## config.mk

```make
export PLATFORM = sky130hd
export DESIGN_NAME = scrolling_text_marquee_flat
export DESIGN_NICKNAME = d
export VERILOG_FILES = /design/src/sv/stm_pkg.sv /design/src/sv/stm_if.sv /design/src/sv/scrolling_text_marquee.sv /design/src/flat_wrapper.sv
export SDC_FILE = /design/constraint.sdc
export NUM_CORES = 1
export LEC_CHECK = 0
export ABC_AREA = 1
export BUFFER_PORTS_ARGS = -buffer_cell sky130_fd_sc_hd__buf_2
export CAP_MARGIN = 20
export CELL_PAD_IN_SITES_DETAIL_PLACEMENT = 2
export CELL_PAD_IN_SITES_GLOBAL_PLACEMENT = 2
export CORE_AREA = 5 5 363 454
export CTS_BUF_LIST = sky130_fd_sc_hd__clkbuf_8
export CTS_CLUSTER_DIAMETER = 200
export DETAILED_ROUTE_END_ITERATION = 6
export DIE_AREA = 0 0 368 459
export HOLD_SLACK_MARGIN = 0.12
export PLACE_DENSITY_LB_ADDON = 0.1
export SYNTH_ARGS = -nofsm -noshare
export SYNTH_HDL_FRONTEND = slang
export SYNTH_SLANG_ARGS = --single-unit
```

## constraint.sdc

```tcl
create_clock -name clk -period 4.3 [get_ports clk]
set_input_delay 0.43 -clock clk [delete_from_list [all_inputs] [get_ports clk]]
set_output_delay 0.43 -clock clk [all_outputs]
set_load 0.05 [all_outputs]
```

## src/sv/stm_pkg.sv

```systemverilog
// shared types and constants for the scrolling text marquee
package stm_pkg;

    localparam int MAX_CHARS   = 32;
    localparam int SCREEN_SIZE = 8;
    localparam int GLYPH_COLS  = 5;
    localparam int CHAR_PITCH  = 6;
    localparam int STORE_DEPTH = MAX_CHARS * GLYPH_COLS;
    localparam int ROW_BITS    = 7;

    localparam int OP_W        = 2;
    localparam int ADDR_W      = 8;
    localparam int POS_W       = 3;
    localparam int LEVEL_W     = 8;
    localparam int CHARS_W     = 6;
    localparam int CFG_IDX_W   = 2;
    localparam int CFG_DATA_W  = 8;
    localparam int SCROLL_W    = 10;
    localparam int CH_W        = 6;

    // number of text columns fetched per frame (one more than the screen width)
    localparam int TAPS        = SCREEN_SIZE + 1;
    localparam int TAP_CNT_W   = 4;

    // floor(col / 6) == (col * 171) >> 10 for col below 256
    localparam int RECIP_MUL   = 171;
    localparam int RECIP_SHIFT = 10;

    localparam int SCROLL_MIN  = -(2 * CHAR_PITCH * MAX_CHARS);

    localparam logic [CHARS_W-1:0] TEXT_CHARS_RST = CHARS_W'(31);
    localparam logic [LEVEL_W-1:0] PEAK_RST       = LEVEL_W'(70);
    localparam logic [LEVEL_W-1:0] START_RST      = LEVEL_W'(16);

    typedef enum logic [OP_W-1:0] {
        OP_TICK   = 2'd0,
        OP_RENDER = 2'd1,
        OP_WRITE  = 2'd2,
        OP_NONE   = 2'd3
    } stm_op_t;

    typedef enum logic [CFG_IDX_W-1:0] {
        CFG_TEXT_CHARS = 2'd0,
        CFG_PEAK_LEVEL = 2'd1,
        CFG_START_POS  = 2'd2,
        CFG_UNUSED     = 2'd3
    } stm_cfg_t;

    typedef enum logic [2:0] {
        S_IDLE,
        S_ADDR,
        S_READ,
        S_FETCH,
        S_EMIT
    } stm_state_t;

endpackage

```

## src/sv/stm_if.sv

```systemverilog
// channel interfaces: command transactions in, pixel transactions out
interface stm_cmd_if;
    import stm_pkg::*;

    logic                valid;
    logic                ready;
    logic [OP_W-1:0]     op;
    logic [ADDR_W-1:0]   glyph_index;
    logic [ROW_BITS-1:0] glyph_bits;

    modport source (output valid, output op, output glyph_index, output glyph_bits,
                    input ready);
    modport sink   (input valid, input op, input glyph_index, input glyph_bits,
                    output ready);
endinterface

interface stm_pix_if;
    import stm_pkg::*;

    logic               valid;
    logic               ready;
    logic [POS_W-1:0]   pixel_row;
    logic [POS_W-1:0]   pixel_column;
    logic [LEVEL_W-1:0] green_level;
    logic [LEVEL_W-1:0] red_level;
    logic               frame_last;

    modport source (output valid, output pixel_row, output pixel_column,
                    output green_level, output red_level, output frame_last,
                    input ready);
    modport sink   (input valid, input pixel_row, input pixel_column,
                    input green_level, input red_level, input frame_last,
                    output ready);
endinterface

```

## src/sv/scrolling_text_marquee.sv

```systemverilog
// scrolling text marquee for an 8x8 led matrix with half-column blending
//
//   channel   dir   handshake     payload
//   cmd       in    valid/ready   op, glyph_index, glyph_bits
//   pix       out   valid/ready   pixel_row, pixel_column, green_level, red_level,
//                                 frame_last
//   cfg       in    cfg_we        cfg_index, cfg_data
//
// tick, glyph write and unused op leave the block idle, ready for the next command
// render fetches 9 text columns, each through S_ADDR, S_READ and S_FETCH in the
// shared column address unit and the glyph store read port, then emits 64 pixel
// transactions at one per cycle when pix.ready stays high
// cmd.ready is high only while idle; a stalled pixel holds its payload
// reset clears control and configuration; the glyph store is not cleared
module scrolling_text_marquee (
    input  logic                            clk,
    input  logic                            rst_n,
    stm_cmd_if.sink                         cmd,
    stm_pix_if.source                       pix,
    input  logic                            cfg_we,
    input  logic [stm_pkg::CFG_IDX_W-1:0]   cfg_index,
    input  logic [stm_pkg::CFG_DATA_W-1:0]  cfg_data
);
    import stm_pkg::*;

    stm_state_t state_reg, state_next;

    logic [CHARS_W-1:0]         text_chars_reg;
    logic [LEVEL_W-1:0]         peak_reg;
    logic [LEVEL_W-1:0]         start_reg;
    logic signed [SCROLL_W-1:0] scroll_reg, scroll_next;
    logic signed [SCROLL_W-1:0] col_reg, col_next;
    logic [CH_W-1:0]            ch_reg;
    logic [TAP_CNT_W-1:0]       cnt_reg;
    logic                       half_reg;
    logic                       rd_valid_reg;
    logic [ROW_BITS-1:0]        rd_data_reg;
    logic [ROW_BITS-1:0]        taps_reg [TAPS];
    logic [POS_W-1:0]           x_reg;
    logic [POS_W-1:0]           y_reg;

    logic [ROW_BITS-1:0]        glyph_mem [STORE_DEPTH];

    logic                       cmd_fire;
    logic                       pix_fire;
    logic                       last_pixel;
    logic [CHARS_W-1:0]         chars;
    logic [8:0]                 width;
    logic [9:0]                 limit;
    logic signed [SCROLL_W-1:0] scroll_dec;
    logic [11:0]                wrap_sum;
    logic signed [SCROLL_W:0]   neg_scroll;
    logic [15:0]                recip_prod;
    logic [7:0]                 cc_wide;
    logic [2:0]                 cc;
    logic [ADDR_W-1:0]          rd_addr;
    logic                       col_live;
    logic                       bl;
    logic                       br;
    logic [LEVEL_W-1:0]         half_peak;
    logic [LEVEL_W-1:0]         quarter_peak;
    logic [LEVEL_W:0]           red_sum;
    logic [LEVEL_W:0]           green_sum;
    logic [ROW_BITS:0]          tap0_ext;
    logic [ROW_BITS:0]          tap1_ext;

    assign cmd_fire   = cmd.valid && cmd.ready;
    assign pix_fire   = pix.valid && pix.ready;
    assign last_pixel = (x_reg == POS_W'(SCREEN_SIZE - 1)) &&
                        (y_reg == POS_W'(SCREEN_SIZE - 1));

    assign chars = (text_chars_reg > CHARS_W'(MAX_CHARS)) ? CHARS_W'(MAX_CHARS)
                                                          : text_chars_reg;
    assign width = 9'(chars) * 9'(CHAR_PITCH);
    assign limit = 10'(chars) * 10'(2 * CHAR_PITCH);

    // tick: step left, wrap once the text is past the left edge
    assign scroll_dec = scroll_reg - SCROLL_W'(1);
    assign wrap_sum   = {{2{scroll_dec[SCROLL_W-1]}}, scroll_dec} + {2'b00, limit};

    always_comb
    begin
        scroll_next = scroll_reg;
        if (cmd_fire && (cmd.op == OP_TICK))
        begin
            if (wrap_sum[11])
            begin
                scroll_next = $signed({2'b00, start_reg});
            end
            else
            begin
                scroll_next = scroll_dec;
            end
        end
    end

    // first text column seen by screen column 0 is floor(-p / 2)
    assign neg_scroll = -$signed({scroll_reg[SCROLL_W-1], scroll_reg});

    always_comb
    begin
        col_next = col_reg;
        if (cmd_fire && (cmd.op == OP_RENDER))
        begin
            col_next = SCROLL_W'(neg_scroll >>> 1);
        end
        else if (state_reg == S_FETCH)
        begin
            col_next = col_reg + SCROLL_W'(1);
        end
    end

    // shared column address unit: character by reciprocal, then column in character
    assign recip_prod = 16'(col_reg[7:0]) * 16'(RECIP_MUL);
    assign cc_wide    = col_reg[7:0] - 8'(ch_reg) * 8'(CHAR_PITCH);
    assign cc         = cc_wide[2:0];
    assign rd_addr    = ADDR_W'(ch_reg) * ADDR_W'(GLYPH_COLS) + ADDR_W'(cc);
    assign col_live   = !col_reg[SCROLL_W-1] && (col_reg[8:0] < width) &&
                        (cc < 3'(GLYPH_COLS));

    // next state
    always_comb
    begin
        state_next = state_reg;
        case (state_reg)
            S_IDLE:
            begin
                if (cmd_fire && (cmd.op == OP_RENDER))
                begin
                    state_next = S_ADDR;
                end
            end
            S_ADDR:
            begin
                state_next = S_READ;
            end
            S_READ:
            begin
                state_next = S_FETCH;
            end
            S_FETCH:
            begin
                if (cnt_reg == TAP_CNT_W'(TAPS - 1))
                begin
                    state_next = S_EMIT;
                end
                else
                begin
                    state_next = S_ADDR;
                end
            end
            S_EMIT:
            begin
                if (pix_fire && last_pixel)
                begin
                    state_next = S_IDLE;
                end
            end
            default:
            begin
                state_next = S_IDLE;
            end
        endcase
    end

    // outputs
    assign tap0_ext     = {1'b0, taps_reg[0]};
    assign tap1_ext     = {1'b0, taps_reg[1]};
    assign half_peak    = peak_reg >> 1;
    assign quarter_peak = peak_reg >> 2;

    always_comb
    begin
        cmd.ready = (state_reg == S_IDLE);
        pix.valid = (state_reg == S_EMIT);
        bl        = tap0_ext[y_reg];
        br        = tap1_ext[y_reg];
        if (half_reg)
        begin
            red_sum   = (bl ? {1'b0, half_peak} : '0) + (br ? {1'b0, half_peak} : '0);
            green_sum = (bl ? {1'b0, quarter_peak} : '0) +
                        (br ? {1'b0, quarter_peak} : '0);
        end
        else
        begin
            red_sum   = bl ? {1'b0, peak_reg} : '0;
            green_sum = bl ? {1'b0, half_peak} : '0;
        end
        pix.pixel_row    = y_reg;
        pix.pixel_column = x_reg;
        pix.red_level    = (red_sum > {1'b0, peak_reg}) ? peak_reg : red_sum[LEVEL_W-1:0];
        pix.green_level  = (green_sum > {1'b0, peak_reg}) ? peak_reg
                                                          : green_sum[LEVEL_W-1:0];
        pix.frame_last   = last_pixel;
    end

    always_ff @(posedge clk or negedge rst_n)
    begin
        if (!rst_n)
        begin
            state_reg      <= S_IDLE;
            text_chars_reg <= TEXT_CHARS_RST;
            peak_reg       <= PEAK_RST;
            start_reg      <= START_RST;
            scroll_reg     <= $signed({2'b00, START_RST});
            cnt_reg        <= '0;
            x_reg          <= '0;
            y_reg          <= '0;
        end
        else
        begin
            state_reg  <= state_next;
            scroll_reg <= scroll_next;
            if (cfg_we)
            begin
                case (stm_cfg_t'(cfg_index))
                    CFG_TEXT_CHARS: text_chars_reg <= cfg_data[CHARS_W-1:0];
                    CFG_PEAK_LEVEL: peak_reg       <= cfg_data;
                    CFG_START_POS:  start_reg      <= cfg_data;
                    default:        ;
                endcase
            end
            if (cmd_fire && (cmd.op == OP_RENDER))
            begin
                cnt_reg <= '0;
                x_reg   <= '0;
                y_reg   <= '0;
            end
            else if (state_reg == S_FETCH)
            begin
                cnt_reg <= cnt_reg + TAP_CNT_W'(1);
            end
            else if (pix_fire)
            begin
                x_reg <= x_reg + POS_W'(1);
                if (x_reg == POS_W'(SCREEN_SIZE - 1))
                begin
                    y_reg <= y_reg + POS_W'(1);
                end
            end
        end
    end

    // datapath registers, no reset needed
    always_ff @(posedge clk)
    begin
        col_reg <= col_next;
        if (cmd_fire && (cmd.op == OP_RENDER))
        begin
            half_reg <= scroll_reg[0];
        end
        if (state_reg == S_ADDR)
        begin
            ch_reg <= recip_prod[RECIP_SHIFT +: CH_W];
        end
        if (state_reg == S_READ)
        begin
            rd_valid_reg <= col_live;
        end
        if (state_reg == S_FETCH)
        begin
            for (int i = 0; i < TAPS - 1; i++)
            begin
                taps_reg[i] <= taps_reg[i + 1];
            end
            taps_reg[TAPS - 1] <= rd_valid_reg ? rd_data_reg : '0;
        end
        else if (pix_fire)
        begin
            // circular shift; an extra place at row end brings column 0 back to the front
            for (int i = 0; i < TAPS; i++)
            begin
                if (x_reg == POS_W'(SCREEN_SIZE - 1))
                begin
                    taps_reg[i] <= taps_reg[(i + 2) % TAPS];
                end
                else
                begin
                    taps_reg[i] <= taps_reg[(i + 1) % TAPS];
                end
            end
        end
    end

    // glyph store: one write port, one registered read port
    always_ff @(posedge clk)
    begin
        if (cmd_fire && (cmd.op == OP_WRITE) &&
            (cmd.glyph_index < ADDR_W'(STORE_DEPTH)))
        begin
            glyph_mem[cmd.glyph_index] <= cmd.glyph_bits;
        end
        if ((state_reg == S_READ) && col_live)
        begin
            rd_data_reg <= glyph_mem[rd_addr];
        end
    end

`ifndef ASSERT_OFF
    a_emit_only: assert property (@(posedge clk) disable iff (!rst_n)
        pix.valid |-> !cmd.ready)
        else $error("pixel valid while command channel ready");

    a_render_starts: assert property (@(posedge clk) disable iff (!rst_n)
        (cmd.valid && cmd.ready && (cmd.op == OP_RENDER)) |=> (state_reg == S_ADDR))
        else $error("render transaction did not start the fetch");

    a_first_pixel: assert property (@(posedge clk) disable iff (!rst_n)
        $rose(pix.valid) |-> ((x_reg == '0) && (y_reg == '0)))
        else $error("frame did not start at row 0 column 0");

    a_frame_end: assert property (@(posedge clk) disable iff (!rst_n)
        (pix.valid && pix.ready && pix.frame_last) |=> cmd.ready)
        else $error("block not idle after last pixel");

    a_scroll_range: assert property (@(posedge clk) disable iff (!rst_n)
        ($signed(scroll_reg) >= SCROLL_MIN) && ($signed(scroll_reg) <= 255))
        else $error("scroll position out of range");
`endif

endmodule
```

## src/flat_wrapper.sv

```systemverilog
// flat-port wrapper written by rule: the top's interface ports become plain ports
module scrolling_text_marquee_flat import stm_pkg::*;
  (clk, rst_n, cfg_we, cfg_index, cfg_data, cmd_valid, cmd_op, cmd_glyph_index, cmd_glyph_bits, cmd_ready, pix_valid, pix_pixel_row, pix_pixel_column, pix_green_level, pix_red_level, pix_frame_last, pix_ready);
  stm_cmd_if cmd_i ();
  stm_pix_if pix_i ();
  input  logic clk;
  input  logic rst_n;
  input  logic cfg_we;
  input  logic [stm_pkg::CFG_IDX_W-1:0] cfg_index;
  input  logic [stm_pkg::CFG_DATA_W-1:0] cfg_data;
  input wire logic [$bits(cmd_i.valid)-1:0] cmd_valid;
  input wire logic [$bits(cmd_i.op)-1:0] cmd_op;
  input wire logic [$bits(cmd_i.glyph_index)-1:0] cmd_glyph_index;
  input wire logic [$bits(cmd_i.glyph_bits)-1:0] cmd_glyph_bits;
  output wire logic [$bits(cmd_i.ready)-1:0] cmd_ready;
  output wire logic [$bits(pix_i.valid)-1:0] pix_valid;
  output wire logic [$bits(pix_i.pixel_row)-1:0] pix_pixel_row;
  output wire logic [$bits(pix_i.pixel_column)-1:0] pix_pixel_column;
  output wire logic [$bits(pix_i.green_level)-1:0] pix_green_level;
  output wire logic [$bits(pix_i.red_level)-1:0] pix_red_level;
  output wire logic [$bits(pix_i.frame_last)-1:0] pix_frame_last;
  input wire logic [$bits(pix_i.ready)-1:0] pix_ready;
  assign cmd_i.valid = cmd_valid;
  assign cmd_i.op = cmd_op;
  assign cmd_i.glyph_index = cmd_glyph_index;
  assign cmd_i.glyph_bits = cmd_glyph_bits;
  assign cmd_ready = cmd_i.ready;
  assign pix_valid = pix_i.valid;
  assign pix_pixel_row = pix_i.pixel_row;
  assign pix_pixel_column = pix_i.pixel_column;
  assign pix_green_level = pix_i.green_level;
  assign pix_red_level = pix_i.red_level;
  assign pix_frame_last = pix_i.frame_last;
  assign pix_i.ready = pix_ready;
  scrolling_text_marquee u_core (.clk(clk), .rst_n(rst_n), .cmd(cmd_i), .pix(pix_i), .cfg_we(cfg_we), .cfg_index(cfg_index), .cfg_data(cfg_data));
endmodule
```

### Word level (Yosys, flattened, before mapping)

Memories as Yosys holds them, arrays and structs flattened. A register that Yosys moved wholly into a read port is not among the register bits.
Cells that the tools add are included.

| storage, ports and cells | value |
|---|---|
| input bits | 32 |
| logic and storage cells | 154 |
| output and inout port bits | 25 |
| register bits | 63 |
| memories kept | 2 |
| memory bits (writable) | 1183 |

Memory list:

| name | depth | width | read ports | clocked after memory_dff | write ports | RTL line | text |
|---|---|---|---|---|---|---|---|
| u_core.glyph_mem | 160 | 7 | 1 | 1 | 1 | scrolling_text_marquee.sv:42 | `logic [ROW_BITS-1:0] glyph_mem [STORE_DEPTH];` |
| u_core.taps_reg | 9 | 7 | 9 | 0 | 9 | scrolling_text_marquee.sv:38 | `logic [ROW_BITS-1:0] taps_reg [TAPS];` |

| cells by class | value |
|---|---|
| equal/unequal tests | 14 |
| bitwise logic cells | 18 |
| $add $sub $neg | 11 |
| $mul | 5 |
| muxes and demuxes | 61 |
| order comparisons | 7 |
| reductions and logical operators | 24 |

Operators by type and width:

| operator | number |
|---|---|
| $mux W7 | 21 |
| $mux W10 | 3 |
| $mux W3 | 10 |
| $mux W8 | 3 |
| $add A9 B9 Y9 | 2 |
| $gt A9 B8 Y1 | 2 |
| $mux W6 | 3 |
| $mux W9 | 2 |
| $or A1 B1 Y1 | 18 |
| $mul A6 B2 Y8 const B | 2 |
| $mul A8 B8 Y16 const B | 1 |
| $pmux W3 S5 | 1 |
| $mux W1 | 14 |
| $add A10 B11 Y12 | 1 |
| $logic_and A1 B1 Y1 | 11 |
| $neg A10 Y11 | 1 |
| $add A10 B2 Y10 const B | 1 |
| $reduce_and A2 Y1 | 5 |
| $sub A10 B2 Y10 const B | 1 |
| $eq A3 B3 Y1 const B | 3 |
| $lt A9 B9 Y1 | 1 |
| $add A8 B3 Y8 | 1 |
| $lt A8 B8 Y1 const B | 1 |
| $mul A6 B3 Y8 const B | 1 |
| other kinds (21) | 31 |

### Longest topological paths before layout

An unclocked memory read counts as a cell.

| logic depth | value |
|---|---|
| word-level depth | 8 |
| depth in mapped cells | 26 |
| depth with buffers taken out | 24 |

### Least setup slack after synthesis

No wires, ideal clock.

| timing path | value |
|---|---|
| path type | register -> output |
| from | register u_core.y_reg[0] (netlist: u_core.pix.pixel_row[0]) |
| to | output pix_red_level[1] |
| stages on the path, launching flop included | 24 |
| arrival time | 4.841 ns |
| buffers on the path | 1 |
| setup slack | -0.971 ns |
| required time | 3.870 ns |
| cell sequence | dfrtp_1 > inv_2 > nor2_1 > o32ai_1 > o21ai_1 > nor2_1 > ha_1 > fa_1 > inv_1 > nand2_1 > inv_1 > o21ai_0 > a21oi_1 > o21ai_0 > nand2_1 > inv_1 > ha_1 > and3_1 > nand2_1 > o211ai_1 > nand2_1 > inv_1 > clkbuf_1 > o21ai_0 |

| on the way | value |
|---|---|
| longest elaborated chain between the ends | 7 |
| elaborated cells on any way between the ends | 11 |
| classes of those cells | add/sub: 1; order compare: 1; mux: 9 |

Ends and longest elaborated chain:

| what | RTL line | text |
|---|---|---|
| start, declared | scrolling_text_marquee.sv:40 | `logic [POS_W-1:0] y_reg;` |
| start signal, assigned | scrolling_text_marquee.sv:238 | `y_reg <= y_reg + POS_W'(1);` |
| $bmux W1 S3, on equally long branches | scrolling_text_marquee.sv:176, scrolling_text_marquee.sv:177 |  |
| $mux W1, on equally long branches | scrolling_text_marquee.sv:176, scrolling_text_marquee.sv:177 |  |
| $mux W7 | scrolling_text_marquee.sv:180 | `red_sum = (bl ? {1'b0, half_peak} : '0) + (br ? {1'b0, half_peak} : '0);` |
| $add A9 B9 Y9 | scrolling_text_marquee.sv:180 |  |
| $mux W9 (*) | scrolling_text_marquee.sv:178 | `if (half_reg)` |
| $gt A9 B8 Y1 | scrolling_text_marquee.sv:191 | `pix.red_level = (red_sum > {1'b0, peak_reg}) ? peak_reg : red_sum[LEVEL_W-1:0];` |
| $mux W8 (*) | scrolling_text_marquee.sv:191 |  |
| end, declared | flat_wrapper.sv:20 | `output wire logic [$bits(pix_i.red_level)-1:0] pix_red_level;` |

Mark *: on every way between the ends. The rest lies on a longest branch, timed or not. The select of a mux whose other input is x is not followed.

### Worst setup path in the final report

| timing path | value |
|---|---|
| from | register u_core.y_reg[0] (netlist: u_core.pix.pixel_row[0]) |
| to | output pix_red_level[5] |

The elaborated chain is that of the path after synthesis.

==> flow_metrics.env <==
export IMPL_ctsLongestPathBuffers=3
export IMPL_grt_pass1_vias=44400
export IMPL_wl_per_cell_um=24.9
export IMPL_synth_edf_count=1208
export IMPL_grtUsageTotal_pct=22.2
export IMPL_maxSlewViolCount=0
export IMPL_ys_flop_type="edfxtp_1"
export IMPL_regToRegSetupSlack_ns=0.16
export IMPL_worst_slack_ns=-0.905
export IMPL_hold_path_class="in -> reg"
export IMPL_rows=164
export IMPL_die_area_mm2=0.169
export IMPL_ios=57
export IMPL_hpwl_um=117000
export IMPL_min_period_ns=5.20
export IMPL_ys_warn_count=0
export IMPL_worst_slew_pin_slew_ns=1.06
export IMPL_synth_nets=5226
export IMPL_mostFrequentLayoutCells="nand2_1, edfxtp_1, nand3_1"
export IMPL_die_y_um=459
export IMPL_num_vias=39800
export IMPL_antenna_left=0
export IMPL_drt_initial_drc_count=2202
export IMPL_tns_ns=-12.86
export IMPL_start_kind="flop"
export IMPL_synth_seq_cells=1253
export IMPL_status="finished with violations"
export IMPL_hold_violations=0
export IMPL_final_common_cell="nand2_1"
export IMPL_cts_sinks=1253
export IMPL_antenna_found_initial=6
export IMPL_synth_top_area_share_pct=65.2
export IMPL_netlist_instances=5073
export IMPL_rsz0062_at_grt="yes"
export IMPL_timing_fmax_mhz=192
export IMPL_clkTransAtPathRegs_ns=0.06
export IMPL_drc=0
export IMPL_cts_root_buf="clkbuf_8"
export IMPL_drt_first_pass_iters=5
export IMPL_worst_clock_skew_ns=0.0399
export IMPL_nets=5540
export IMPL_async_flop_share_pct=3.59
export IMPL_h_tree_depth=4
export IMPL_initial_core_util_pct=34.8
export IMPL_end_kind="primary output"
export IMPL_die_x_um=368
export IMPL_final_layout_size_suffix_gt1_share_pct=13.7
export IMPL_grt_start_max_net_pins=139
export IMPL_ys_types=50
export IMPL_clock_latency_ns=0.96
export IMPL_port_buffers=55
export IMPL_crit_fanout=8
export IMPL_numCtsBuffers=211
export IMPL_cts_tree="built"
export IMPL_largest_reg_flops=1120
export IMPL_drv_cap=0
export IMPL_relSlewSlack_pct=28.8
export IMPL_critPathKind="reg -> out"
export IMPL_syn_area_mm2=0.0556
export IMPL_violations="negative setup slack"
export IMPL_post_route_period_util_pct=121
export IMPL_syn2layout_area_growth_pct=16.3
export IMPL_arrival_ns=4.77
export IMPL_place_gp_congestion=0.798
export IMPL_vias_per_cell=5.22
export IMPL_grt_pass1_wl_um=282000
export IMPL_core_area_mm2=0.160
export IMPL_required_ns=3.87
export IMPL_yosysTopAreaCell="edfxtp_1"
export IMPL_fillCellCount=16700
export IMPL_setup_viol=15
export IMPL_seq_area_frac_synth_pct=67.3
export IMPL_grt_ovfl_total=0
export IMPL_routed_wl_um=190000
export IMPL_synth_area_top_cells="edfxtp_1, nand2_1, nand3_1"
export IMPL_syn_area_per_cell_um2=11.0
[metal layers]
metal | part of all wire, % | wire, µm | track usage [%]
met5 | 0 | 0 | 0
met4 | 3.0 | 5760 | 7.15
met3 | 3.2 | 6030 | 3.09
met2 | 52 | 99000 | 40.7
met1 | 42 | 79100 | 26.8
[cell type report]
class | count | area, µm² | area share (%)
Multi-Input combinational cell | 3182 | 16100 | 24.9
Sequential cell | 1253 | 37400 | 57.9
Timing Repair inverter | 1 | 7.51 | 0.0116
Clock buffer | 216 | 2970 | 4.60
Timing Repair Buffer | 375 | 3390 | 5.25
Clock inverter | 164 | 791 | 1.22
Antenna cell | 4 | 10.0 | 0.0155
Inverter | 363 | 1390 | 2.15
Tap cell | 2075 | 2600 | 4.02
[cells by family after synthesis]
family | after synthesis | synth area share, %
buf+inv | 639 | 5.06
fa+ha+maj | 121 | 2.93
other cells | 1 | 0.00674
simple gates | 2511 | 18.8
compound gates | 513 | 5.36
xor+xnor | 35 | 0.578
flops | 1253 | 67.3
[synthesized netlist by cell type, types with 3 or more instances]
library cell and n:
inv_2 7, a31oi_1 7, dfrtp_1 35, o21ai_1 80
dfstp_2 10, o21ai_0 248, buf_4 58, xor2_1 21
buf_1 31, nor2_2 4, ha_1 106, nand2_2 5
nor3_1 13, nand2_1 1249, or2_2 3, nand4_1 12
a221oi_1 4, o221ai_1 53, a211oi_1 4, o211ai_1 55
o22ai_1 9, clkbuf_1 89, a21oi_1 42, edfxtp_1 1208
buf_6 12, nor2_1 534, inv_1 354, fa_1 15
nand3_1 676, nand3_2 5, buf_2 86, xnor2_1 12
[metrics by stage]
step / instances / worst slack (ns) / area (µm²) / hold WS [ns] / util, %
6_report: 7633 / -0.905 / 64600 / 0.297 / 40.5
3_3_place_gp: 7190 / -0.273 / 59700 / 0.407 / 37.4
2_1_floorplan: 5073 / -0.156 / 55700 / 0.134 / -
5_1_grt: 7631 / -1.21 / 64600 / 0.256 / 40.5
4_1_cts: 7620 / -0.990 / 64300 / 0.157 / 40.3
3_5_place_dp: 7191 / -0.425 / 59700 / 0.407 / 37.4
[worst max-delay path, cell delays in order (launching register included)]
cell,delay [ns]
dfrtp_2,0.46
clkinv_4,0.14
nor2_4,0.13
o32ai_4,0.11
o21ai_4,0.28
buf_6,0.18
nor2_2,0.05
ha_4,0.28
a21oi_4,0.15
buf_4,0.15
o311ai_2,0.09
buf_4,0.19
o21ai_4,0.15
inv_2,0.06
ha_4,0.27
and3_4,0.19
nand2_2,0.05
o211ai_1,0.20
nand2_2,0.14
clkinvlp_4,0.17
buf_6,0.12
nand2_4,0.04
o21ai_2,0.06
buf_6,0.17
[what timing repair did]
action                                  CTS  global route
pin swaps                                29            29
endpoints found under the setup margin   15            15
buffers inserted                         14             7
hold buffers                             34             0
resized for setup                       112            68
hold endpoints to repair                599             0
cloned                                    2             0
[final timing paths]
check,from,end,depth (start not counted)
max in group asynchronous,rst_n,u_core.pix.pixel_row[0],4
hold reg to reg,u_core.cnt_reg[3],u_core.cnt_reg[3],1
hold / removal,cmd_glyph_index[5],u_core.glyph_mem[105][4],3
setup reg to reg,u_core.ch_reg[0],u_core.rd_data_reg[4],15
min in group asynchronous,rst_n,u_core.scroll_reg[7],4
setup / recovery,u_core.pix.pixel_row[0],pix_red_level[5],23
Power is left out: the tool's default activity adds up to more than one toggle a clock period on the data nets, which glitch-free logic cannot reach.
